--- config.mk ---
export PLATFORM = sky130hd
export DESIGN_NAME = aojm_filter_cell
export DESIGN_NICKNAME = d
export VERILOG_FILES = /design/src/aojm_pkg.sv /design/src/aojm_filter_cell.sv
export SDC_FILE = /design/constraint.sdc
export NUM_CORES = 1
export LEC_CHECK = 0
export ABC_AREA = 1
export BUFFER_PORTS_ARGS = -buffer_cell sky130_fd_sc_hd__buf_2
export CAP_MARGIN = 5
export CORE_MARGIN = 3
export CORE_UTILIZATION = 40
export DETAILED_ROUTE_END_ITERATION = 16
export PLACE_DENSITY = 0.69
export SYNTH_ARGS = -nofsm -noshare
export SYNTH_HDL_FRONTEND = slang
export SYNTH_SLANG_ARGS = --single-unit
--- constraint.sdc ---
create_clock -name clock -period 2.2 [get_ports clock]
set_clock_uncertainty 0.2 [all_clocks]
set_input_delay 0.11 -clock clock [delete_from_list [all_inputs] [get_ports clock]]
set_output_delay 0.11 -clock clock [all_outputs]
set_load 0.01 [all_outputs]
--- src/aojm_pkg.sv ---
// package for the as-of join match engine
// types, codes and sizes shared by the interfaces and modules
package aojm_pkg;

   localparam int TABLE_ROWS = 1024;
   localparam int ADDR_W     = $clog2(TABLE_ROWS);
   localparam int COUNT_W    = $clog2(TABLE_ROWS + 1);
   localparam int KEY_W      = 64;
   localparam int STAMP_W    = 64;
   localparam int REF_W      = 16;
   localparam int LIMIT_W    = 63;
   localparam int ROW_W      = KEY_W + STAMP_W + REF_W;
   localparam int CSR_ADDR_W = 6;
   localparam int CSR_DATA_W = 64;

   typedef enum logic [1:0] {
      CMD_LOAD  = 2'd0,
      CMD_PROBE = 2'd1,
      CMD_CLEAR = 2'd2,
      CMD_NONE  = 2'd3
   } cmd_type;

   typedef enum logic [2:0] {
      ST_LOADED    = 3'd0,
      ST_SKIP_NULL = 3'd1,
      ST_FULL      = 3'd2,
      ST_MATCHED   = 3'd3,
      ST_PADDED    = 3'd4,
      ST_NO_ROW    = 3'd5,
      ST_CLEARED   = 3'd6
   } status_type;

   typedef enum logic [2:0] {
      REG_COMPARE_MODE    = 3'd0,
      REG_LEFT_OUTER      = 3'd1,
      REG_KEYS_USED       = 3'd2,
      REG_LOOKBACK_ENABLE = 3'd3,
      REG_LOOKBACK_LIMIT  = 3'd4
   } reg_index_type;

   typedef enum logic [1:0] {
      FSM_IDLE,
      FSM_SCAN,
      FSM_DRAIN,
      FSM_DONE
   } fsm_type;

   typedef struct packed {
      logic               compare_mode;
      logic               keys_used;
      logic               lookback_enable;
      logic [LIMIT_W-1:0] lookback_limit;
   } scan_ctl_type;

   typedef struct packed {
      logic               valid;
      logic               hit;
      logic [STAMP_W-1:0] stamp;
      logic [STAMP_W-1:0] diff;
      logic [REF_W-1:0]   row_ref;
   } cand_type;

endpackage

--- src/aojm_filter_cell.sv ---
// first scan cell: key match, direction test and distance of one stored row
// uses aojm_pkg, feeds aojm_best_cell
module aojm_filter_cell (
   input  logic                          clock,
   input  logic                          reset,
   input  logic                          in_valid,
   input  logic [aojm_pkg::ROW_W-1:0]    row,
   input  logic [aojm_pkg::KEY_W-1:0]    probe_key,
   input  logic [aojm_pkg::STAMP_W-1:0]  probe_stamp,
   input  aojm_pkg::scan_ctl_type        ctl,
   output aojm_pkg::cand_type            cand
);
   aojm_pkg::cand_type cand_ff, cand_in;
   logic [aojm_pkg::KEY_W-1:0]   r_key;
   logic [aojm_pkg::STAMP_W-1:0] r_stamp;
   logic [aojm_pkg::REF_W-1:0]   r_ref;
   logic key_ok, dir_ok;

   assign {r_key, r_stamp, r_ref} = row;

   always_comb begin
      key_ok = !ctl.keys_used || (r_key == probe_key);
      if (!ctl.compare_mode) begin
         dir_ok       = $signed(r_stamp) <= $signed(probe_stamp);
         cand_in.diff = probe_stamp - r_stamp;
      end else begin
         dir_ok       = $signed(probe_stamp) <= $signed(r_stamp);
         cand_in.diff = r_stamp - probe_stamp;
      end
      cand_in.valid   = in_valid;
      cand_in.hit     = key_ok && dir_ok;
      cand_in.stamp   = r_stamp;
      cand_in.row_ref = r_ref;
   end

   always_ff @(posedge clock) begin
      if (reset) begin
         cand_ff.valid <= 1'b0;
      end else begin
         cand_ff.valid <= cand_in.valid;
      end
      cand_ff.hit     <= cand_in.hit;
      cand_ff.stamp   <= cand_in.stamp;
      cand_ff.diff    <= cand_in.diff;
      cand_ff.row_ref <= cand_in.row_ref;
   end

   assign cand = cand_ff;
endmodule

==> Implementation_results.wiki <==
{| class="wikitable"
! Metric !! Value
|-
| Final min period || 2.16 ns
|-
| Static Leakage || 11.8 nW
|-
| Flip-flop and latch count after synthesis || ~150
|-
| Synthesized Nets || 2770
|-
| Number of placed I/O pins || between 400 and 500
|-
| DRT iter0 DRCs || 1233
|-
| Via Count || about 18000
|-
| Netlist cell types || 43
|-
| Flip-flop count of the largest register after layout || 146
|-
| Crit path required time || 2.36 ns
|-
| Classification of the worst setup path || in -> reg
|-
| Share of synthesized area occupied by flip-flops and latches || about a fifth
|-
| Final weighted congestion in routability-driven placement || 1.05
|-
| Smallest hold slack || ~0.016 ns
|-
| Number of placement rows || about 70
|-
| Ratio of cells with drive above 1 in the final layout || roughly a third
|-
| Final hold violation count || 0
|-
| Routed WL per cell || 18.1 um
|-
| Clk buf depth || 2
|-
| Max stage delay on crit path || ~0.54 ns
|-
| Switching fraction of total power || 39.2%
|-
| Die H || 194 um
|-
| Maximum number of pins on one net before global-route repair || 49
|-
| Max frequency || approximately 460 MHz
|-
| Post-detailed-placement half-perimeter wirelength || ~57 mm
|-
| TritonCTS clock tree || built
|-
| Relative contribution of sequential cells to total power || 27.9%
|-
| Power share of the clock group || 26.3%
|-
| Via density || 4.92
|-
| Status || finished, final reports clean
|-
| Final setup vio count || 0
|-
| Cell family with most CP delay || simple AND/OR/NAND/NOR gates
|-
| Synthesized netlist cell count || ~2300
|-
| Placeable core area || 0.0346 mm^2
|-
| Gate power share || 45.8%
|-
| Post-route fraction of the period consumed by the critical path || 98.2%
|-
| H-tree lvl count || 4
|-
| DRC violations left || 0
|-
| Antenna violations before repair || 3
|-
| Cell occurring most often along the worst timing path || nand2_1
|-
| Worst slew margin relative to its limit || 41.9%
|-
| Effective utilization at floorplan || roughly 41%
|-
| All-Layer GR Usage || 34.0%
|-
| Wire length of the first global-routing pass || 99.4 mm
|-
| Cell at the root of the clock tree || clkbuf_16
|-
| Synth Flop Type || dfxtp_1
|-
| Number of CTS-inserted buffers || 17
|-
| Vias in the first global route || 18100
|-
| Number of buffer and inverter instances along the worst setup path || 4
|-
| Gr ovfl total || 0
|-
| Synth warn || 0
|-
| Area Growth Syn to Fin || 51.0%
|-
| Largest fanout on the critical path || 3
|-
| Total Routed Length || 66.4 mm
|-
| Cells along the critical path || dlygate4sd3_1 > buf_2 > inv_1 > ha_1 > nand2_1 > nor3b_1 > nand2_1 > a21oi_1 > nand2_1 > a21oi_1 > nand2_1 > nand3_1 > nand3_1 > nand2_1 > inv_1
|-
| Clock-pin transition on the worst setup and hold timing paths || about 0.07 ns
|-
| Net count, final || 3679
|-
| EDFF count, synth || 0
|-
| Total power of the final layout || 11.1 mW
|-
| Die W || 194 um
|-
| Measured slew at the worst slew-check pin || 0.862 ns
|-
| Maxcap violations || 0
|-
| Slowest-stage cell, CP || dlygate4sd3_1
|-
| Port-buffer cells || about 420
|-
| Fraction of registers with async set or reset after synthesis || 0%
|-
| Setup repair after global routing missed its margin || true
|-
| Net Sw Power || between 4 and 5 mW
|-
| Power density over cell area || between 500 and 600 mW/mm^2
|-
| Total die area || ~0.038 mm^2
|-
| Number of pins with negative max-slew slack in the final report || 0
|-
| Cell area after synthesis || 0.0141 mm^2
|-
| Critical path startpoint category || input pin
|-
| Internal power consumption || ~6.8 mW
|-
| Category of the worst setup path capture point || register
|-
| Maximum vdd ir drop || 0.000602 V
|-
| Worst hold-check path type || in -> reg
|-
| Residual antenna-violating net count after detailed routing || 0
|-
| Mean post-synth cell area || 6.14 um^2
|-
| CTS Sinks || 146
|-
| Arrival time at the worst endpoint || 2.32 ns
|-
| First-pass DRT Iterations || 6
|}
## cell type report
class	instances	area, um^2
Fill cell	3299	13300
Multi-Input combinational cell	1739	9660
Timing Repair Buffer	917	6130
Clock buffer	19	443
Antenna cell	2	5.00
Inverter	387	1450
Sequential cell	146	2920
Clock inverter	12	109
Tap cell	455	569
## Yosys cell counts (all sizes together) (7+ instances only)
library cell  count  area (um^2)
inv             384         1440
a21oi           183          916
nand2           786         3030
xnor2            64          561
nor3             25          201
o21a              8         60.1
ha              128         1600
o21ai            93          480
o21bai           33          248
or2               7         43.8
a21o              9         67.6
nand4            32          200
buf              23          113
dfxtp           146         2920
nor4              7         95.1
nor2            192         1000
nand3           111          556
xor2             36          315
## metal layers
metal	vias up	GRT usage (%)	part of all wire [%]	wire, um
met3	133	6.62	6.7	4450
met5	-	0	0.027	18
met1	8202	39.8	40	26800
met2	714	59.7	48	31700
met4	2	16.4	5.2	3460
li1	9024	-	-	-
## tightest hold or removal path, delay by kind of cell
kind       cells  cell delay (ns)
xor+xnor       1             0.06
fa+ha+maj      1             0.22
buf+inv        2             0.23
## path summary, 6_finish.rpt
check                           start        end  slack (ns)  cells after the start
worst max-delay path          row[79]  cand[144]        0.04                     15
worst min-delay path  probe_stamp[18]   cand[34]        0.02                      4
## power groups by stage
stage / registers (mW) / clock network [mW] / logic (mW)
floorplan: 3.30 / 0 / 2.14
global placement: 3.16 / 0 / 4.79
detailed placement: 3.16 / 0 / 4.82
CTS: 3.11 / 2.96 / 5.02
global route: 3.13 / 3.07 / 5.51
finish: 3.11 / 2.93 / 5.10
## cell families after synthesis
family,synth area share (%)
buf+inv,11.2
xor+xnor,6.21
mux,0.284
fa+ha+maj,11.6
simple gates,36.6
compound gates,13.3
flops,20.7
## layout by cell type, fill, tap and decap left out, drive strengths merged, types with 19 or more instances in the layout
cell | synthesis | final
buf | 23 | 810
nand2 | 786 | 786
inv | 384 | 387
nor2 | 192 | 192
a21oi | 183 | 183
dfxtp | 146 | 146
ha | 128 | 128
nand3 | 111 | 111
dlygate4sd3 | 0 | 107
o21ai | 93 | 93
xnor2 | 64 | 64
xor2 | 36 | 36
o21bai | 33 | 33
nand4 | 32 | 32
nor3 | 25 | 25
clkbuf | 4 | 19
## through the flow
step	setup WS [ns]	std cells	utilization (%)	setup TNS (ns)	area, um^2
final	0.0390	3677	61.5	0	21300
after global routing	-0.0654	3677	61.5	-0.0833	21300
after CTS	0.0118	3675	61.3	0	21200
after detailed placement	-0.414	3537	56.6	-8.93	19600
after global placement	-0.438	3537	56.6	-7.98	19600
after floorplan	0.183	2299	-	0	14100
## timing repair
action                     4_1_cts  5_1_grt
gates resized for setup          0       18
setup endpoints to repair        0        9
hold buffers                   107        0
setup buffers                    0        0
hold endpoints to repair       114        0
(Power assumes the default switching activity.)
