`config.mk`:
```
export PLATFORM = sky130hd
export DESIGN_NAME = aojm_ram
export DESIGN_NICKNAME = d
export VERILOG_FILES = /design/src/aojm_ram.sv
export SDC_FILE = /design/constraint.sdc
export NUM_CORES = 1
export LEC_CHECK = 0
export BUFFER_PORTS_ARGS = -buffer_cell sky130_fd_sc_hd__buf_4
export CORE_MARGIN = 2
export CORE_UTILIZATION = 60
export CTS_BUF_LIST = sky130_fd_sc_hd__clkbuf_16
export DETAILED_ROUTE_END_ITERATION = 6
export PLACE_DENSITY = 0.78
export SYNTH_ARGS = -nofsm -noshare
export SYNTH_HDL_FRONTEND = slang
export SYNTH_SLANG_ARGS = --single-unit
```
`constraint.sdc`:
```
create_clock -name clock -period 3.04 [get_ports clock]
set_clock_uncertainty 0.2 [all_clocks]
set_input_delay 0.304 -clock clock [delete_from_list [all_inputs] [get_ports clock]]
set_output_delay 0.304 -clock clock [all_outputs]
set_load 0.05 [all_outputs]
```
`src/aojm_ram.sv`:
```
// generic single write, single read ram with registered read data
// no dependencies
module aojm_ram #(
   parameter int WIDTH = 8,
   parameter int DEPTH = 16
) (
   input  logic                     clock,
   input  logic                     wr_en,
   input  logic [$clog2(DEPTH)-1:0] wr_addr,
   input  logic [WIDTH-1:0]         wr_data,
   input  logic                     rd_en,
   input  logic [$clog2(DEPTH)-1:0] rd_addr,
   output logic [WIDTH-1:0]         rd_data
);
   logic [WIDTH-1:0] mem_ff [DEPTH];
   logic [WIDTH-1:0] rd_data_ff;

   always_ff @(posedge clock) begin
      if (wr_en) begin
         mem_ff[wr_addr] <= wr_data;
      end
      if (rd_en) begin
         rd_data_ff <= mem_ff[rd_addr];
      end
   end

   assign rd_data = rd_data_ff;
endmodule

```
==> results_dict.tcl, run 1 <==
set metrics [dict create \
    netlist_area_sq_um 5230 \
    start_util 0.608 \
    drc 0 \
    clk-insertion-delay-late_ns 0.40 \
    gr-total-overflow 0 \
    slew_headroom 0.301 \
    period_needed_ns 1.81 \
    finalWirelength_mm 10.7 \
    antenna_found_initial 0 \
    dr.pass1.iters 5 \
    final_common_cell "edfxtp_1" \
    grt_max_degree 33 \
    first_global_vias 2635 \
    period_share 0.594 \
    antenna_cells 0 \
    hold_path.class "in2reg" \
    die_area_sq_um 9480 \
    grt_pass1_wl_mm 16.4 \
    finalMaxSlewViolations 0 \
    ys_seq_area_frac 0.781 \
    num_vias 2655 \
    hold_buffers 4 \
    syn_nets 248 \
    area_growth_pct 17.7 \
    cts_tree "built" \
    vias_per_cell 6.65 \
    outcome "finished clean" \
    fin_nets 298 \
    rsz0062_at_grt "false" \
    ys_ff_latch 136 \
    portBuffers 26 \
    tightest_slew_ns 1.04 \
    cts_max_level 4 \
    ys_warn_count 0 \
    max_cap_viol_count 0 \
    place.gp.congestion 0.755 \
    synth_cell_type_count 18 \
    die_h_um 97.3 \
    fmax_mhz 554 \
    cp-end-kind "flop" \
    hold_ws_ns 0.0115 \
    die_w_um 97.3 \
    antenna_left 0 \
    synth_cells 229 \
    worstPathRequired_ns 2.98 \
    cts_buffers 17 \
    drive_gt1_frac 0.289 \
    cts_setup_buffers 0 \
    cellPowerDensity_nw_per_um2 694 \
    setup_viol 0 \
    hold_viol_final 0 \
    routedWlPerCell_um 26.9 \
    p_leak_uw 0.00207 \
    critPathArrivalTime_ns 1.75 \
    post_cts_resized 0 \
    std_cell_rows 34 \
    clk_transition_reported_paths_ns 0.06 \
    track_usage 0.249 \
    clockBufferDepth 2 \
    ios 27 \
    fp.coreArea_sq_um 8590 \
    cp-start-kind "input port" \
    root_buffer "clkbuf_16" \
    worstSetupPathType "in2reg" \
    drt_iter0_markers 441 \
    crit_fanout 32 \
    setup_tns_ns 0 \
    hpwl_mm 6.10 \
    cts_sinks 136 \
    ir_worst_vdd_v 0.000490 \
    syn_area_per_cell_sq_um 22.8 \
    mostFrequentLayoutCells "edfxtp_1, buf_4, mux4_2" \
]
[final timing paths]
path / from / endpoint / slack [ns] / cells past startpoint
worst max-delay path: rd_addr[0] / rd_data[0]$_DFFE_PP_ / 1.23 / 4
worst min-delay path: rd_en / rd_data[1]$_DFFE_PP_ / 0.01 / 1
worst max register to register: mem_ff[14][0]$_DFFE_PP_ / rd_data[0]$_DFFE_PP_ / 1.36 / 3
worst min register to register: mem_ff[14][2]$_DFFE_PP_ / rd_data[2]$_DFFE_PP_ / 0.56 / 3
[cell type report]
cell class	instances	area (sq um)
clock buffers	17	425
multi-input cells	83	1060
fillers	489	2440
repair buffers	41	318
well taps	108	135
flip-flops and latches	136	4080
clock inverters	14	135
[cells by family after synthesis]
family / Yosys count / synth area share
flops: 136 / 0.781
simple gates: 35 / 0.0314
mux: 32 / 0.148
compound gates: 16 / 0.0230
buf+inv: 10 / 0.0165
[per-stage QoR]
step	cells	util	total power, uW	cell area (sq um)	setup WS (ns)
final	399	0.716	4270	6150	1.23
after CTS	399	0.716	4290	6150	1.23
after global placement	364	0.646	2380	5550	0.822
after detailed placement	364	0.646	2390	5550	0.802
after floorplan	229	-	2300	5230	1.04
after global routing	399	0.716	4390	6150	1.13
[report_power, final]
group          switching, uW  total (uW)  internal [uW]
logic                    142         233           91.0
registers               14.0        2130           2110
clock network            719        1910           1190
[worst max-delay path, stage by stage]
cell and delay [ns]:
buf_4 0.47, mux4_1 0.66, a22oi_1 0.21, nand2_1 0.09
[cells in the mapped netlist]
| cell type | n | area share |
|---|---|---|
| edfxtp_1 | 136 | 0.78 |
| mux4_2 | 18 | 0.078 |
| a22oi_1 | 16 | 0.023 |
| mux4_1 | 14 | 0.070 |
| nor2_1 | 13 | 0.0093 |
| nand2_1 | 9 | 0.0065 |
| nor3_1 | 4 | 0.0038 |
| buf_2 | 3 | 0.0029 |
| buf_6 | 3 | 0.0065 |
| clkdlybuf4s25_2 | 3 | 0.0057 |
| nand2b_1 | 2 | 0.0024 |
| nand3b_1 | 2 | 0.0029 |
| and2_1 | 1 | 0.0012 |
| and2b_1 | 1 | 0.0014 |
| buf_4 | 1 | 0.0014 |
| nand3_1 | 1 | 0.00096 |
| nor2b_1 | 1 | 0.0012 |
| or3b_2 | 1 | 0.0017 |
[flip-flops by register name, summed over array words and instances (netlist names)]
signal / cells
mem_ff: 128
rd_data: 8
[routing by layer]
metal	up-vias	wire [um]	GRT usage
li1	1087	-	-
met3	17	1040	0.0669
met4	0	204	0.0962
met5	-	0	0
met1	1373	4300	0.369
met2	178	5180	0.364
(Power assumes the default switching activity.)
==> run 2, diff against run 1 <==
- clock period: 3.04 -> 1.76 ns (I/O delays scaled with it)
==> run 2 against run 1 <==
  * Combinational power rose by 90%
  * Clock power rose by 90%
  * Final area rose by 4.3%
  * First-iteration DRC count fell by 51%
  * Largest cell class unchanged
  * Count of clock-buffer cells in the layout did not move
  * Hold slack improved by 0.074 ns
  * Critical path type is now reg2reg
==> results_dict.tcl, run 2 (synthesis results as in run 1) <==
set metrics [dict create \
    outcome "finished clean" \
    antenna_found_initial 0 \
    r2r_slack_ns 0.06 \
    cp_num_cells 3 \
    grt_pass1_wl_mm 15.7 \
    hold_ws_ns 0.0857 \
    place_area_sq_um 5710 \
    setup_viol 0 \
    crit_fanout 1 \
    finalMaxSlewViolations 0 \
    area_growth_pct 22.8 \
    track_usage 0.232 \
    place_ws_ns -0.149 \
    root_buffer "clkbuf_16" \
    hold_viol_final 0 \
    cellPowerDensity_nw_per_um2 1210 \
    die_area_sq_um 9480 \
    p_leak_uw 0.00221 \
    vias_per_cell 6.08 \
    setup_ws_ns 0.0557 \
    antenna_left 0 \
    period_needed_ns 1.70 \
    max_stage_delay_ns 0.53 \
    rsz0062_at_grt "false" \
    largest-register "mem_ff" \
    finalWirelength_mm 10.2 \
    fin_area_sq_um 6420 \
    drive_gt1_frac 0.334 \
    std_cell_rows 34 \
    routedWlPerCell_um 24.3 \
    first_global_vias 2655 \
    ios 27 \
    drt_iter0_markers 218 \
    final_common_cell "edfxtp_1" \
    fmax_mhz 587 \
    cts_sinks 136 \
    reg2regPathDepth 3 \
    drc 0 \
    die_w_um 97.3 \
    fillers 471 \
    hold_path.class "in2reg" \
    critPathTopFamily "multiplexers" \
    antenna_cells 0 \
    dr.pass1.iters 4 \
    slowest_stage "mux4_1" \
    largest_reg_flops 128 \
    grt_max_degree 20 \
    cp-end-kind "flop" \
    hpwl_mm 6.03 \
    cts_max_level 4 \
    num_vias 2547 \
    max_cap_viol_count 0 \
    worstPathRequired_ns 1.71 \
    critPathArrivalTime_ns 1.65 \
    gr-total-overflow 0 \
    slew_headroom 0.558 \
    cp-start-kind "flop" \
    cp_cell_sequence "mux4_1 > a22oi_2 > nand2_1" \
    clk-insertion-delay-late_ns 0.41 \
    worstSetupPathType "reg2reg" \
    fp.coreArea_sq_um 8590 \
    clk_transition_reported_paths_ns 0.06 \
    mostFrequentLayoutCells "edfxtp_1, buf_4, mux4_2" \
    clockBufferDepth 2 \
    start_util 0.608 \
    cts_tree "built" \
    die_h_um 97.3 \
    portBuffers 26 \
    tightest_slew_ns 0.661 \
    cts_setup_buffers 0 \
    cts_buffers 17 \
    hold_depth 3 \
    period_share 0.968 \
    place.gp.congestion 0.735 \
    fin_nets 318 \
    ir_worst_vdd_v 0.000581 \
    worst-path-buf-inv 0 \
]
-- run 2: path summary, 6_finish.rpt --
kind                           start                endpoint
max reg2reg   mem_ff[1][2]$_DFFE_PP_    rd_data[2]$_DFFE_PP_
min reg2reg  mem_ff[14][7]$_DFFE_PP_    rd_data[7]$_DFFE_PP_
max           mem_ff[1][2]$_DFFE_PP_    rd_data[2]$_DFFE_PP_
min                       wr_addr[1]  mem_ff[0][0]$_DFFE_PP_
-- run 2: repair_timing --
item,4_1_cts,5_1_grt
hold buffers,9,0
endpoints found under the hold margin,136,0
setup endpoints to repair,0,2
gates resized for setup,0,2
-- run 2: stage by stage --
step	setup TNS (ns)	utilization	cells	total power, uW
floorplan	0	-	229	3970
global placement	-0.653	0.664	379	4150
detailed placement	-0.865	0.664	379	4160
CTS	0	0.746	419	7790
global route	0	0.747	419	7950
finish	0	0.747	419	7740
-- run 2: cell type report --
class	count	area [sq um]	share of cell area
sequential	136	4080	0.636
multi-input combinational	83	1070	0.167
timing repair buffer	61	518	0.0807
clock inverter	14	183	0.0285
clock buffer	17	425	0.0663
tap	108	135	0.0211
-- run 2: tightest hold or removal path, stage by stage --
cell    delay, ns
buf_4        0.12
nor3_2       0.05
buf_4        0.17
-- run 2: per-layer routing --
| layer | routed length [um] | vias up | part of all wire | GRT usage |
|---|---|---|---|---|
| met2 | 5150 | 116 | 0.51 | 0.358 |
| met1 | 4270 | 1293 | 0.42 | 0.331 |
| met3 | 624 | 15 | 0.061 | 0.0568 |
| li1 | - | 1123 | - | - |
| met4 | 143 | 0 | 0.014 | 0.0876 |
| met5 | 0 | - | 0 | 0 |
-- run 2: power by group --
| group | total [uW] | internal (uW) | switching [uW] |
|---|---|---|---|
| sequential | 3670 | 3650 | 22.0 |
| combinational | 443 | 192 | 251 |
| clock | 3630 | 2340 | 1280 |
| total | 7740 | 6190 | 1560 |
==> run 3, diff against run 2 <==
- clock period: 1.76 -> 2 ns (I/O delays scaled with it)
==> run 3 against run 2 <==
  * Hold slack gained 0.027 ns
  * Die area is the same
  * Largest cell class unchanged
  * Register-to-register slack gained 0.22 ns
  * Flip-flop and latch count is the same
==> results_dict.tcl, run 3 (synthesis results as in run 1) <==
set metrics [dict create \
    hold_depth 3 \
    reg2regPathDepth 3 \
    period_needed_ns 1.73 \
    period_share 0.864 \
    cp-start-kind "flop" \
    vias_per_cell 5.96 \
    root_buffer "clkbuf_16" \
    max_cap_viol_count 0 \
    die_area_sq_um 9480 \
    cts_setup_buffers 0 \
    ios 27 \
    cts_buffers 17 \
    post_cts_resized 0 \
    antenna_left 0 \
    first_global_vias 2689 \
    antenna_found_initial 0 \
    fp.coreArea_sq_um 8590 \
    fin_nets 315 \
    placed_cells 376 \
    ir_worst_vdd_v 0.000780 \
    cp_cell_sequence "mux4_2 > a22oi_1 > nand2_1" \
    area_growth_pct 21.7 \
    grt_max_degree 25 \
    drt_iter0_markers 193 \
    dr.pass1.iters 4 \
    hold_path.class "in2reg" \
    r2r_end "rd_data[4]$_DFFE_PP_" \
    slew_headroom 0.729 \
    start_util 0.608 \
    outcome "finished clean" \
    fmax_mhz 579 \
    critPathArrivalTime_ns 1.69 \
    cellPowerDensity_nw_per_um2 1060 \
    finalMaxSlewViolations 0 \
    cts_tree "built" \
    rsz0062_at_grt "false" \
    die_w_um 97.3 \
    p_leak_uw 0.00218 \
    place.gp.congestion 0.734 \
    hold_buffers 9 \
    finalWirelength_mm 9.96 \
    largest-register "mem_ff" \
    cp-end-kind "flop" \
    cts_max_level 4 \
    final_common_cell "edfxtp_1" \
    min_from "wr_addr[0]" \
    std_cell_rows 34 \
    worstSetupPathType "reg2reg" \
    final_cells 417 \
    portBuffers 26 \
    drc 0 \
    max_stage_delay_ns 0.49 \
    hpwl_mm 6.40 \
    clockBufferDepth 2 \
    track_usage 0.233 \
    setup_viol 0 \
    setup_tns_ns 0 \
    die_h_um 97.3 \
    worstPathRequired_ns 1.96 \
    antenna_cells 0 \
    drive_gt1_frac 0.317 \
    gr-total-overflow 0 \
    slowest_stage "mux4_2" \
    fillers 496 \
    largest_reg_flops 128 \
    clk_transition_reported_paths_ns 0.06 \
    hold_viol_final 0 \
    place_ws_ns 0.0255 \
    hold_end "mem_ff[4][2]$_DFFE_PP_" \
    mostFrequentLayoutCells "edfxtp_1, buf_4, mux4_2" \
    tightest_slew_ns 0.406 \
    clk-insertion-delay-late_ns 0.41 \
    crit_fanout 1 \
    routedWlPerCell_um 23.9 \
    r2r_slack_ns 0.27 \
    setup_ws_ns 0.271 \
    num_vias 2486 \
    rr_startpoint "mem_ff[3][4]$_DFFE_PP_" \
    grt_pass1_wl_mm 15.6 \
    cts_sinks 136 \
]
-- run 3: report_power, final --
group | leakage [uW] | switching [uW] | total [uW] | internal, uW
logic | 0.000662 | 215 | 376 | 161
registers | 0.00124 | 19.5 | 3230 | 3210
clock network | 0.000281 | 1150 | 3110 | 1960
total | 0.00218 | 1380 | 6710 | 5330
-- run 3: metal layers --
layer	wire (um)	share of wire	track usage
met5	0	0	0
met4	154	0.015	0.0812
met3	524	0.053	0.0597
met2	5170	0.52	0.385
met1	4110	0.41	0.307
-- run 3: worst max-delay path by stage --
| stage | endpoint | slack (ns) | cells after the start | start |
|---|---|---|---|---|
| 6_report | rd_data[4]$_DFFE_PP_ | 0.27 | 3 | mem_ff[3][4]$_DFFE_PP_ |
| 5_1_grt | rd_data[2]$_DFFE_PP_ | 0.20 | 3 | mem_ff[0][2]$_DFFE_PP_ |
| 4_1_cts | rd_data[2]$_DFFE_PP_ | 0.27 | 3 | mem_ff[0][2]$_DFFE_PP_ |
| 3_5_place_dp | rd_data[5]$_DFFE_PP_ | 0.03 | 5 | rd_addr[0] |
| 3_3_place_gp | rd_data[4]$_DFFE_PP_ | 0.1 | 5 | rd_addr[0] |
| 2_1_floorplan | mem_ff[0][0]$_DFFE_PP_ | 0.11 | 2 | wr_addr[2] |
-- run 3: stage by stage --
step | power, uW | area (sq um) | utilization | hold slack [ns]
final | 6710 | 6360 | 0.740 | 0.112
after global placement | 3640 | 5670 | 0.660 | 0.300
after detailed placement | 3650 | 5670 | 0.660 | 0.312
after global routing | 6930 | 6360 | 0.740 | 0.118
after CTS | 6770 | 6360 | 0.740 | 0.0960
after floorplan | 3490 | 5230 | - | 0.0989
-- run 3: cell type report --
| type | count | area [sq um] | share of cell area |
|---|---|---|---|
| repair buffers | 58 | 483 | 0.0759 |
| clock inverters | 15 | 176 | 0.0277 |
| clock buffers | 17 | 425 | 0.0669 |
| flip-flops and latches | 136 | 4080 | 0.642 |
| multi-input cells | 83 | 1060 | 0.166 |
| well taps | 108 | 135 | 0.0212 |
-- run 3: critical path, delay by kind of cell (launching register included) --
kind               cells  cell delay (ns)
muxes                  1             0.49
DFF                    1             0.38
AOI/OAI and AO/OA      1             0.32
and+or+nand+nor        1             0.09
