--- src/aojm_pkg.sv ---
// package for the as-of join match engine
// types, codes and sizes shared by the interfaces and modules
package aojm_pkg;

   localparam int TABLE_ROWS = 1024;
   localparam int ADDR_W     = $clog2(TABLE_ROWS);
   localparam int COUNT_W    = $clog2(TABLE_ROWS + 1);
   localparam int KEY_W      = 64;
   localparam int STAMP_W    = 64;
   localparam int REF_W      = 16;
   localparam int LIMIT_W    = 63;
   localparam int ROW_W      = KEY_W + STAMP_W + REF_W;
   localparam int CSR_ADDR_W = 6;
   localparam int CSR_DATA_W = 64;

   typedef enum logic [1:0] {
      CMD_LOAD  = 2'd0,
      CMD_PROBE = 2'd1,
      CMD_CLEAR = 2'd2,
      CMD_NONE  = 2'd3
   } cmd_type;

   typedef enum logic [2:0] {
      ST_LOADED    = 3'd0,
      ST_SKIP_NULL = 3'd1,
      ST_FULL      = 3'd2,
      ST_MATCHED   = 3'd3,
      ST_PADDED    = 3'd4,
      ST_NO_ROW    = 3'd5,
      ST_CLEARED   = 3'd6
   } status_type;

   typedef enum logic [2:0] {
      REG_COMPARE_MODE    = 3'd0,
      REG_LEFT_OUTER      = 3'd1,
      REG_KEYS_USED       = 3'd2,
      REG_LOOKBACK_ENABLE = 3'd3,
      REG_LOOKBACK_LIMIT  = 3'd4
   } reg_index_type;

   typedef enum logic [1:0] {
      FSM_IDLE,
      FSM_SCAN,
      FSM_DRAIN,
      FSM_DONE
   } fsm_type;

   typedef struct packed {
      logic               compare_mode;
      logic               keys_used;
      logic               lookback_enable;
      logic [LIMIT_W-1:0] lookback_limit;
   } scan_ctl_type;

   typedef struct packed {
      logic               valid;
      logic               hit;
      logic [STAMP_W-1:0] stamp;
      logic [STAMP_W-1:0] diff;
      logic [REF_W-1:0]   row_ref;
   } cand_type;

endpackage

--- src/aojm_best_cell.sv ---
// last scan cell: lookback test and running nearest row
// uses aojm_pkg, fed by aojm_filter_cell
module aojm_best_cell (
   input  logic                         clock,
   input  logic                         reset,
   input  logic                         clear,
   input  aojm_pkg::cand_type           cand,
   input  aojm_pkg::scan_ctl_type       ctl,
   output logic                         have,
   output logic [aojm_pkg::REF_W-1:0]   best_ref
);
   logic                         have_ff, have_in;
   logic [aojm_pkg::STAMP_W-1:0] best_stamp_ff, best_stamp_in;
   logic [aojm_pkg::REF_W-1:0]   best_ref_ff, best_ref_in;
   logic range_ok, better, take;

   always_comb begin
      range_ok = !ctl.lookback_enable || (cand.diff <= {1'b0, ctl.lookback_limit});
      if (!ctl.compare_mode) begin
         better = $signed(best_stamp_ff) < $signed(cand.stamp);
      end else begin
         better = $signed(cand.stamp) < $signed(best_stamp_ff);
      end
      take          = cand.valid && cand.hit && range_ok && (!have_ff || better);
      have_in       = have_ff;
      best_stamp_in = best_stamp_ff;
      best_ref_in   = best_ref_ff;
      if (clear) begin
         have_in = 1'b0;
      end else if (take) begin
         have_in       = 1'b1;
         best_stamp_in = cand.stamp;
         best_ref_in   = cand.row_ref;
      end
   end

   always_ff @(posedge clock) begin
      if (reset) begin
         have_ff <= 1'b0;
      end else begin
         have_ff <= have_in;
      end
      best_stamp_ff <= best_stamp_in;
      best_ref_ff   <= best_ref_in;
   end

   assign have     = have_ff;
   assign best_ref = best_ref_ff;
endmodule

--- config.mk ---
export PLATFORM = sky130hd
export DESIGN_NAME = aojm_best_cell
export DESIGN_NICKNAME = d
export VERILOG_FILES = /design/src/aojm_pkg.sv /design/src/aojm_best_cell.sv
export SDC_FILE = /design/constraint.sdc
export NUM_CORES = 1
export LEC_CHECK = 0
export ABC_AREA = 1
export BUFFER_PORTS_ARGS = -buffer_cell sky130_fd_sc_hd__buf_2
export CAP_MARGIN = 20
export CORE_ASPECT_RATIO = 1.25
export CORE_MARGIN = 8
export CORE_UTILIZATION = 28
export CTS_CLUSTER_DIAMETER = 200
export DETAILED_ROUTE_END_ITERATION = 6
export SLEW_MARGIN = 10
export SYNTH_ARGS = -nofsm -noshare
export SYNTH_HDL_FRONTEND = slang
export SYNTH_SLANG_ARGS = --single-unit
--- constraint.sdc ---
create_clock -name clock -period 8.35 [get_ports clock]
set_input_delay 0 -clock clock [delete_from_list [all_inputs] [get_ports clock]]
set_output_delay 0 -clock clock [all_outputs]
set_load 0.02 [all_outputs]
==> results of run 1 <==
where the power goes:
group | switching, mW | internal [mW]
clock network | 0.171 | 0.235
registers | 0.00242 | 0.459
logic | 0.106 | 0.115
total | 0.279 | 0.808
layer usage:
layer,wire (microns),up-vias,track usage
met5,0,-,0
met4,217,0,0.03398
met3,1175,13,0.04070
met2,7882,172,0.2238
met1,6778,2271,0.1383
li1,-,2819,-
placed cells by master, fill, tap and decap left out, drive strengths merged, types with 2 or more instances in the layout:
cell,netlist,final
clkinv,0,3
diode,0,3
o21ai,12,12
a21oi,56,56
buf,0,231
clkbuf,0,9
ha,127,127
a21o,4,4
nor3,6,6
nand2,138,138
nand3,12,12
nor4,2,2
edfxtp,80,80
nand4,11,11
nor2,34,34
dlygate4sd3,0,82
o21bai,3,3
inv,163,165
nor2b,2,2
o21a,4,4
area by class of cell:
type                       instances  area (sq um)  share of cell area
clock buffer                       9         225.2             0.02614
inverter                         163         613.1             0.07115
tap                              279         349.1             0.04051
sequential                        81          2422              0.2811
clock inverter                     7         76.32            0.008857
antenna                            3         7.507           0.0008712
multi-input combinational        416          2944              0.3417
timing repair buffer             313          1979              0.2297
stage by stage:
stage	worst slack (ns)	hold slack, ns	utilization	cells
after floorplan	4.803	0.09887	-	660
after global placement	5.083	0.1766	0.3524	1170
after detailed placement	5.020	0.1782	0.3524	1170
after CTS	5.028	0.05583	0.4052	1268
after global routing	4.795	0.09935	0.4056	1271
final	5.138	0.07412	0.4056	1271
state kept, by name, indices dropped and copies added (netlist names):
signal / count
best_ref: 16
best_stamp_ff: 64
have: 1
worst reg2reg max path, delay by kind of cell, from the launching register on:
family / cells / cell delay [ns]
and+or+nand+nor: 13 / 1.15
buffers and inverters: 3 / 1.02
DFF: 1 / 0.33
adders and majority gates: 1 / 0.29
timing repair:
item / in CTS / in global routing
gates resized for setup: 0 / 0
hold buffers: 82 / 0
endpoints found under the hold margin: 81 / 0
worst min-delay path by stage:
stage | start | end | slack [ns] | cells past startpoint
floorplan | cand[0] | best_ref[0] | 0.1 | 0
global placement | cand[9] | best_ref[9] | 0.18 | 1
detailed placement | cand[8] | best_ref[8] | 0.18 | 1
CTS | cand[145] | have | 0.06 | 5
global route | cand[145] | have | 0.1 | 5
finish | cand[145] | have | 0.07 | 5
logic make-up (layout without fill, tap and decap cells):
family                   count (synthesis)  in the layout  share of synthesized area
AO/OA/AOI/OAI                           81             81                    0.07325
adder cells (fa/ha/maj)                127            127                     0.2658
buffers and inverters                  163            492                     0.1023
other                                    0              3                          0
AND/OR/NAND/NOR                        208            208                     0.1534
flip-flops                              81             81                     0.4052
==> reports/metrics.yaml, run 1 <==
placement:
  place_area_sq_um: 7487
  routabilityCongestion: 0.8049
  io_buffer_count: 230
  dp_hpwl_microns: 13300
worst_setup_path:
  endpoint: "best_ref[6]"
  r2r_cells: 17
  timing.rr.end: "best_ref[6]"
  r2r_start: "best_stamp_ff[47]"
  crit_family: "simple AND/OR/NAND/NOR gates"
  critPathKind: "reg2reg"
  required_ns: 8.31
  crit_path_max_fanout: 57
  cp_cell_sequence: "inv_1, ha_1, nand2_1, nor2_2, nand3_1, nor2_1, nand2_2, nor2_4, nand2_2, nand2_2, nor2_1, nand2_1, nand3_1, nand3_1, nand2_1, clkinv_2, buf_4"
  cp_num_cells: 17
  worst_ep_arrival_time_ns: 3.18
  rrSetupSlack_ns: 5.14
  crit_start: "best_stamp_ff[47]"
  end_kind: "register"
  start_kind: "register"
  cpPeakStageDelay_ns: 0.67
  cp_slowest_cell: "buf_4"
  path_buf_inv: 3
synth:
  synth_top_area_cell: "edfxtp_1"
  ys_warn_count: 0
  synthArstFlopShare: 0
  syn_area_sq_um: 5978
  syn_inst: 660
  synth_area_leaders: "edfxtp_1 (40%), ha_1 (27%), inv_1 (10%)"
  ys_ff_latch: 81
  yosysMostFrequentCell: "inv_1"
  syn_area_per_cell_sq_um: 9.058
  synth-main-ff-cell: "edfxtp_1"
  synth_seq_area_share: 0.4052
  ys_top_cells_by_count: "inv_1 (163), nand2_1 (132), ha_1 (127), edfxtp_1 (80), a21oi_1 (56)"
  synth_top_area_frac: 0.4018
  syn_nets: 1002
  synth_enable_flop_cells: 80
  synth_cell_type_count: 27
route:
  wl_microns: 16050
  drc: 0
  num_vias: 5275
  ant_nets: 0
  avgViaCountPerCell: 4.150
  wl_per_cell_microns: 12.63
  firstDrtPassIters: 6
  drt-initial-drc-count: 160
floorplanning:
  die_y_microns: 179.4
  die-area_sq_um: 26310
  die_width_microns: 146.7
  core-area_sq_um: 21250
  io_pins: 232
  row_count: 60
  start_util: 0.2814
sta:
  period_share: 0.3847
  drv_slew: 0
  rsz0062_at_grt: "no"
  worstMarginPinSlew_ns: 0.7636
  fmax_mhz: 311.3
  final-setup-viol-count: 0
  fin_skew_ns: 0.008586
  fin_crit_ns: 3.212
  setup_tns_ns: 0
  hold_viol_final: 0
  relSlewSlack: 0.4909
clocking:
  postCtsSetupRepairBufs: 0
  tritoncts: "done"
  clock_path_buffers: 2
  cts.sinks: 81
  clkLatencyLatePin_ns: 0.33
  ctsHtreeMaxLevel: 3
  path_clk_slew_ns: 0.07
  cts_inserted_buffers: 9
  cts_root_buffer: "clkbuf_16"
global_routing:
  gr-total-overflow: 0
  antenna_found_initial: 3
  grt_usage: 0.1244
  grt_pass1_vias: 5773
  grt_pass1_wl_microns: 26580
  grt_max_degree: 58
flow_run:
  drv_cap: 0
cells_and_area:
  layout-drive-gt1-share: 0.2679
  finalInstanceArea_sq_um: 8617
  nNetsFinal: 1326
  fillCellCount: 2096
  area_delta_synth_final_pct: 44.14
status:
  status: "finished clean"
power_and_ir_drop:
  cellPowerDensity_nw_per_um2: 126.2
  max-vdd-ir-drop_uv: 88.62
  leakagePower_nw: 4.583
  power_mw: 1.088
hold_path:
  holdCritPathClass: "in2reg"
No activity file was read; power rests on OpenSTA's default activity.
==> run 2: changes to the inputs <==
Clock period 8.35 ns to 3.27 ns, I/O delays scaled along.
==> run 2 against run 1 <==
Worst setup slack got worse by 4.6 ns. First-iteration DRC count is 26% lower. Total power grew to 2.6 times the previous value. Highest routed layer unchanged. Die area unchanged. Combinational power rose to 2.6 times the previous value. Non-clock buffer count grew 1. Largest power group unchanged. Utilization grew 0.13 points.
==> reports/metrics.yaml, run 2 (synthesis gave the netlist of run 1 again) <==
sta:
  final-setup-viol-count: 0
  drv_slew: 0
  fin_skew_ns: 0.008767
  hold_viol_final: 0
  worstMarginPinSlew_ns: 0.3384
  fin_crit_ns: 2.722
  period_share: 0.8323
  rsz0062_at_grt: "no"
  setup_tns_ns: 0
  fmax_mhz: 367.4
  relSlewSlack: 0.7727
worst_setup_path:
  worst_ep_arrival_time_ns: 2.73
  crit_path_max_fanout: 58
  cp_slowest_cell: "dlygate4sd3_1"
  critPathKind: "in2reg"
  required_ns: 3.27
  critPathMostFrequentCell: "nand2_2"
  cpPeakStageDelay_ns: 0.56
  end_kind: "register"
  start_kind: "primary input"
  cp_cell_sequence: "dlygate4sd3_1, buf_2, ha_1, nand2_2, nor2_4, nand3_2, nor2_2, nand2_2, nor2_4, nand2_2, nand2_2, nor2_1, nand2_1, nand3_1, nand3_1, nand2_1, clkinvlp_4, buf_12"
flow_run:
  drv_cap: 0
clocking:
  clock_path_buffers: 2
  tritoncts: "done"
  cts_root_buffer: "clkbuf_16"
  path_clk_slew_ns: 0.06
  ctsHtreeMaxLevel: 3
  clkLatencyLatePin_ns: 0.34
  cts_inserted_buffers: 9
  cts.sinks: 81
  post_cts_resized: 0
route:
  firstDrtPassIters: 4
  wl_met1_microns: 6509
  avgViaCountPerCell: 4.113
  wl_met3_microns: 1408
  wl_per_cell_microns: 12.69
  wl_microns: 16130
  top_layer: "met4"
  dr_wl_met2_microns: 8056
  drt-initial-drc-count: 119
  drc: 0
  num_vias: 5228
  ant_nets: 0
floorplanning:
  core-area_sq_um: 21250
  die-area_sq_um: 26310
  die_width_microns: 146.7
  die_y_microns: 179.4
  io_pins: 232
  row_count: 60
  start_util: 0.2814
hold_path:
  holdCritPathClass: "in2reg"
cells_and_area:
  layout_common_cells: "buf_2 (230), inv_1 (162), nand2_1 (132), ha_1 (127), dlygate4sd3_1 (82)"
  nNetsFinal: 1327
  finalInstanceArea_sq_um: 8645
  regMostFlops: "best_stamp_ff"
  final_util: 0.4069
  layout.cells.most_common: "buf_2"
  largest_reg_flops: 64
  area_delta_synth_final_pct: 44.60
  layout-drive-gt1-share: 0.2697
placement:
  routabilityCongestion: 0.8373
  io_buffer_count: 230
  place_area_sq_um: 7510
  dp_hpwl_microns: 13470
global_routing:
  grt_pass1_vias: 5588
  antenna_found_initial: 2
  gr-total-overflow: 0
  grt_max_degree: 59
  grt_pass1_wl_microns: 26270
  grt_usage: 0.1233
power_and_ir_drop:
  power_mw: 2.800
  sw_frac_of_total: 0.2596
  clockPowerShare: 0.377
  p_comb_frac: 0.202
  switchingPower_mw: 0.7270
  leakagePower_nw: 4.590
  max-vdd-ir-drop_uv: 221.0
  cellPowerDensity_nw_per_um2: 323.9
  p_int_mw: 2.073
  p_seq_frac: 0.420
status:
  status: "finished clean"
-- run 2: cell types whose count changed in the layout (fill, tap and decap cells not counted) --
cell	change
diode_2	-1
inv_8	+1
clkinvlp_4	+1
clkinv_2	-1
buf_12	+1
clkinv_1	-1
-- run 2: power by group through the flow --
stage	logic, mW	registers (mW)	clock network, mW
floorplan	0.262	1.21	0
global placement	0.482	1.20	0
detailed placement	0.491	1.20	0
CTS	0.576	1.18	1.10
global route	0.655	1.18	1.12
finish	0.567	1.18	1.06
-- run 2: layout make-up --
type | instances | area [sq um]
fillers | 2068 | 12600
multi-input cells | 416 | 2944
flip-flops and latches | 81 | 2422
repair buffers | 314 | 1999
inverters | 163 | 615.6
well taps | 279 | 349.1
clock buffers | 9 | 225.2
clock inverters | 7 | 83.83
diodes | 2 | 5.005
-- run 2: worst paths after layout --
check               startpoint           to  slack, ns  cells after the start
min reg2reg               have         have       0.51                      2
max reg2reg  best_stamp_ff[47]  best_ref[0]       0.55                     17
max                  cand[143]  best_ref[0]       0.55                     18
min                  cand[144]         have       0.09                      5
-- run 2: layer usage --
layer / vias to the layer above / global-route usage
met3: 9 / 0.04196
met2: 184 / 0.2300
li1: 2822 / -
met1: 2213 / 0.1308
met4: 0 / 0.03097
met5: - / 0
-- run 2: through the flow --
step,hold slack (ns),instances,setup slack (ns)
3_3_place_gp,0.1759,1171,0.5078
2_1_floorplan,0.09887,660,0.09280
3_5_place_dp,0.1783,1171,0.5097
5_1_grt,0.1356,1271,0.2730
6_report,0.08818,1271,0.5484
4_1_cts,0.08819,1269,0.5008
-- run 2: worst max-delay path: cells and delay by family --
kind,cells,cell delay (ns)
AND/OR/NAND/NOR,13,1.06
buffers and inverters,4,1.26
adder cells (fa/ha/maj),1,0.34
-- run 2: what timing repair did --
action | CTS | global route
endpoints found under the hold margin | 81 | 0
hold buffers | 82 | 0
buffers inserted | 0 | 0
==> run 3: changes to the inputs <==
Clock period 3.27 ns to 2.8 ns, I/O delays scaled along.
==> run 3 against run 2 <==
Sequential power rose by 16%. Worst hold slack improved by 0.0025 ns. Largest power group unchanged. Register-to-register slack got worse by 0.28 ns. Sequential share of layout area hardly changed. Worst setup slack got worse by 0.28 ns. Routed wire length grew 3.5%. First-iteration DRC count up 14%.
==> reports/metrics.yaml, run 3 (synthesis gave the netlist of run 1 again) <==
placement:
  dp_hpwl_microns: 13990
  place_area_sq_um: 7540
  routabilityCongestion: 0.8658
  io_buffer_count: 230
clocking:
  cts_root_buffer: "clkbuf_16"
  path_clk_slew_ns: 0.06
  ctsHtreeMaxLevel: 3
  clock_path_buffers: 2
  clkLatencyLatePin_ns: 0.34
  cts.sinks: 81
  cts_inserted_buffers: 9
  post_cts_resized: 0
  tritoncts: "done"
hold_path:
  worstHoldStart: "cand[144]"
  holdCritPathClass: "in2reg"
floorplanning:
  die-area_sq_um: 26310
  core-area_sq_um: 21250
  die_width_microns: 146.7
  row_count: 60
  die_y_microns: 179.4
  start_util: 0.2814
  io_pins: 232
route:
  wl_per_cell_microns: 13.14
  drt-initial-drc-count: 136
  drc: 0
  ant_nets: 0
  avgViaCountPerCell: 4.222
  wl_microns: 16690
  firstDrtPassIters: 4
  num_vias: 5362
global_routing:
  grt-busiest-layer: "met2"
  grt_max_degree: 41
  grt_pass1_vias: 5945
  antenna_found_initial: 1
  grt_pass1_wl_microns: 27550
  grt_usage: 0.1304
  use_met3: 0.05678
  gr-usage-met2: 0.2348
  use_met1: 0.1362
  gr-total-overflow: 0
sta:
  fin_crit_ns: 2.536
  hold_viol_final: 0
  relSlewSlack: 0.7649
  drv_slew: 0
  worstMarginPinSlew_ns: 0.3500
  period_share: 0.9055
  fin_skew_ns: 0.01006
  fmax_mhz: 394.4
  final-setup-viol-count: 0
  rsz0062_at_grt: "no"
worst_setup_path:
  crit_path_max_fanout: 20
  worst_ep_arrival_time_ns: 2.55
  cp_slowest_cell: "edfxtp_1"
  r2r_start: "best_stamp_ff[47]"
  crit_start: "best_stamp_ff[47]"
  cpPeakStageDelay_ns: 0.33
  critPathKind: "reg2reg"
  required_ns: 2.81
  end_kind: "register"
  rrSetupSlack_ns: 0.26
  cp_cell_sequence: "inv_1, ha_1, nand2_1, nor2_2, nand3_1, nor2_1, nand2_2, nor2_4, nand2_2, nand2_2, nor2_1, nand2_1, nand3_1, nand3_1, nand2_1, clkinvlp_4, buf_4"
  start_kind: "register"
cells_and_area:
  n_antenna_cell: 0
  finalInstanceArea_sq_um: 8647
  layout_common_cells: "buf_2 (230), inv_1 (162), nand2_1 (132), ha_1 (126), dlygate4sd3_1 (82)"
  largest_reg_flops: 64
  nNetsFinal: 1328
  area_delta_synth_final_pct: 44.64
  layout.cells.most_common: "buf_2"
  layout-drive-gt1-share: 0.2674
  regMostFlops: "best_stamp_ff"
  final_util: 0.4070
power_and_ir_drop:
  max-vdd-ir-drop_uv: 287.5
  cellPowerDensity_nw_per_um2: 370.4
  leakagePower_nw: 4.583
flow_run:
  drv_cap: 0
status:
  status: "finished clean"
==> run 3: changes by cell type in the layout (fill, tap and decap cells not counted) <==
| cell | delta |
|---|---|
| inv_6 | -2 |
| inv_8 | -1 |
| ha_1 | -1 |
| nor2b_4 | +2 |
| diode_2 | -2 |
| nor2b_2 | -2 |
| buf_4 | +1 |
| clkinv_1 | +3 |
| ha_4 | +1 |
| clkbuf_1 | +1 |
| clkinv_4 | -1 |
==> run 3: metrics by stage <==
stage / hold WS (ns) / setup TNS [ns] / std cells / setup WS, ns / total power, mW
2_1_floorplan: 0.09887 / -28.12 / 660 / -0.3515 / 1.718
5_1_grt: 0.1518 / 0 / 1270 / 0.004376 / 3.408
6_report: 0.09070 / 0 / 1270 / 0.2645 / 3.203
3_5_place_dp: 0.1785 / 0 / 1172 / 0.2658 / 1.983
4_1_cts: 0.09738 / 0 / 1270 / 0.2469 / 3.268
3_3_place_gp: 0.1765 / 0 / 1172 / 0.2846 / 1.967
==> run 3: final timing paths <==
path | to | depth (start not counted)
hold reg to reg | have | 2
setup reg to reg | best_stamp_ff[24] | 17
hold / removal | have | 5
setup / recovery | best_stamp_ff[24] | 17
==> run 3: metal layers <==
layer  up-vias  wire length, microns
met3        17                  1801
met4         2                   228
met1      2322                  6625
li1       2817                     -
met5         -                    13
met2       204                  8017
==> run 3: layout make-up <==
class                           count  area (sq um)
Multi-Input combinational cell    416          2967
Sequential cell                    81          2422
Inverter                          163         615.6
Clock buffer                       10         229.0
Timing Repair Buffer              315          2007
Tap cell                          279         349.1
Fill cell                        2083         12600
Clock inverter                      6         57.56
==> run 3: worst max-delay path: cells and delay by family, from the launching register on <==
kind / cells / cell delay, ns
adders and majority gates: 1 / 0.29
DFF: 1 / 0.33
buffers and inverters: 3 / 0.45
and+or+nand+nor: 13 / 1.14
==> run 3: power by group <==
part           total, mW  switching [mW]  leakage, nW  internal [mW]
combinational      0.668           0.320         3.71          0.347
sequential          1.37         0.00664        0.737           1.37
clock               1.16           0.475        0.136          0.685
==> run 3: what timing repair did <==
| item | 4_1_cts | 5_1_grt |
|---|---|---|
| hold endpoints to repair | 81 | 0 |
| hold buffers | 82 | 0 |
| setup buffers | 0 | 0 |
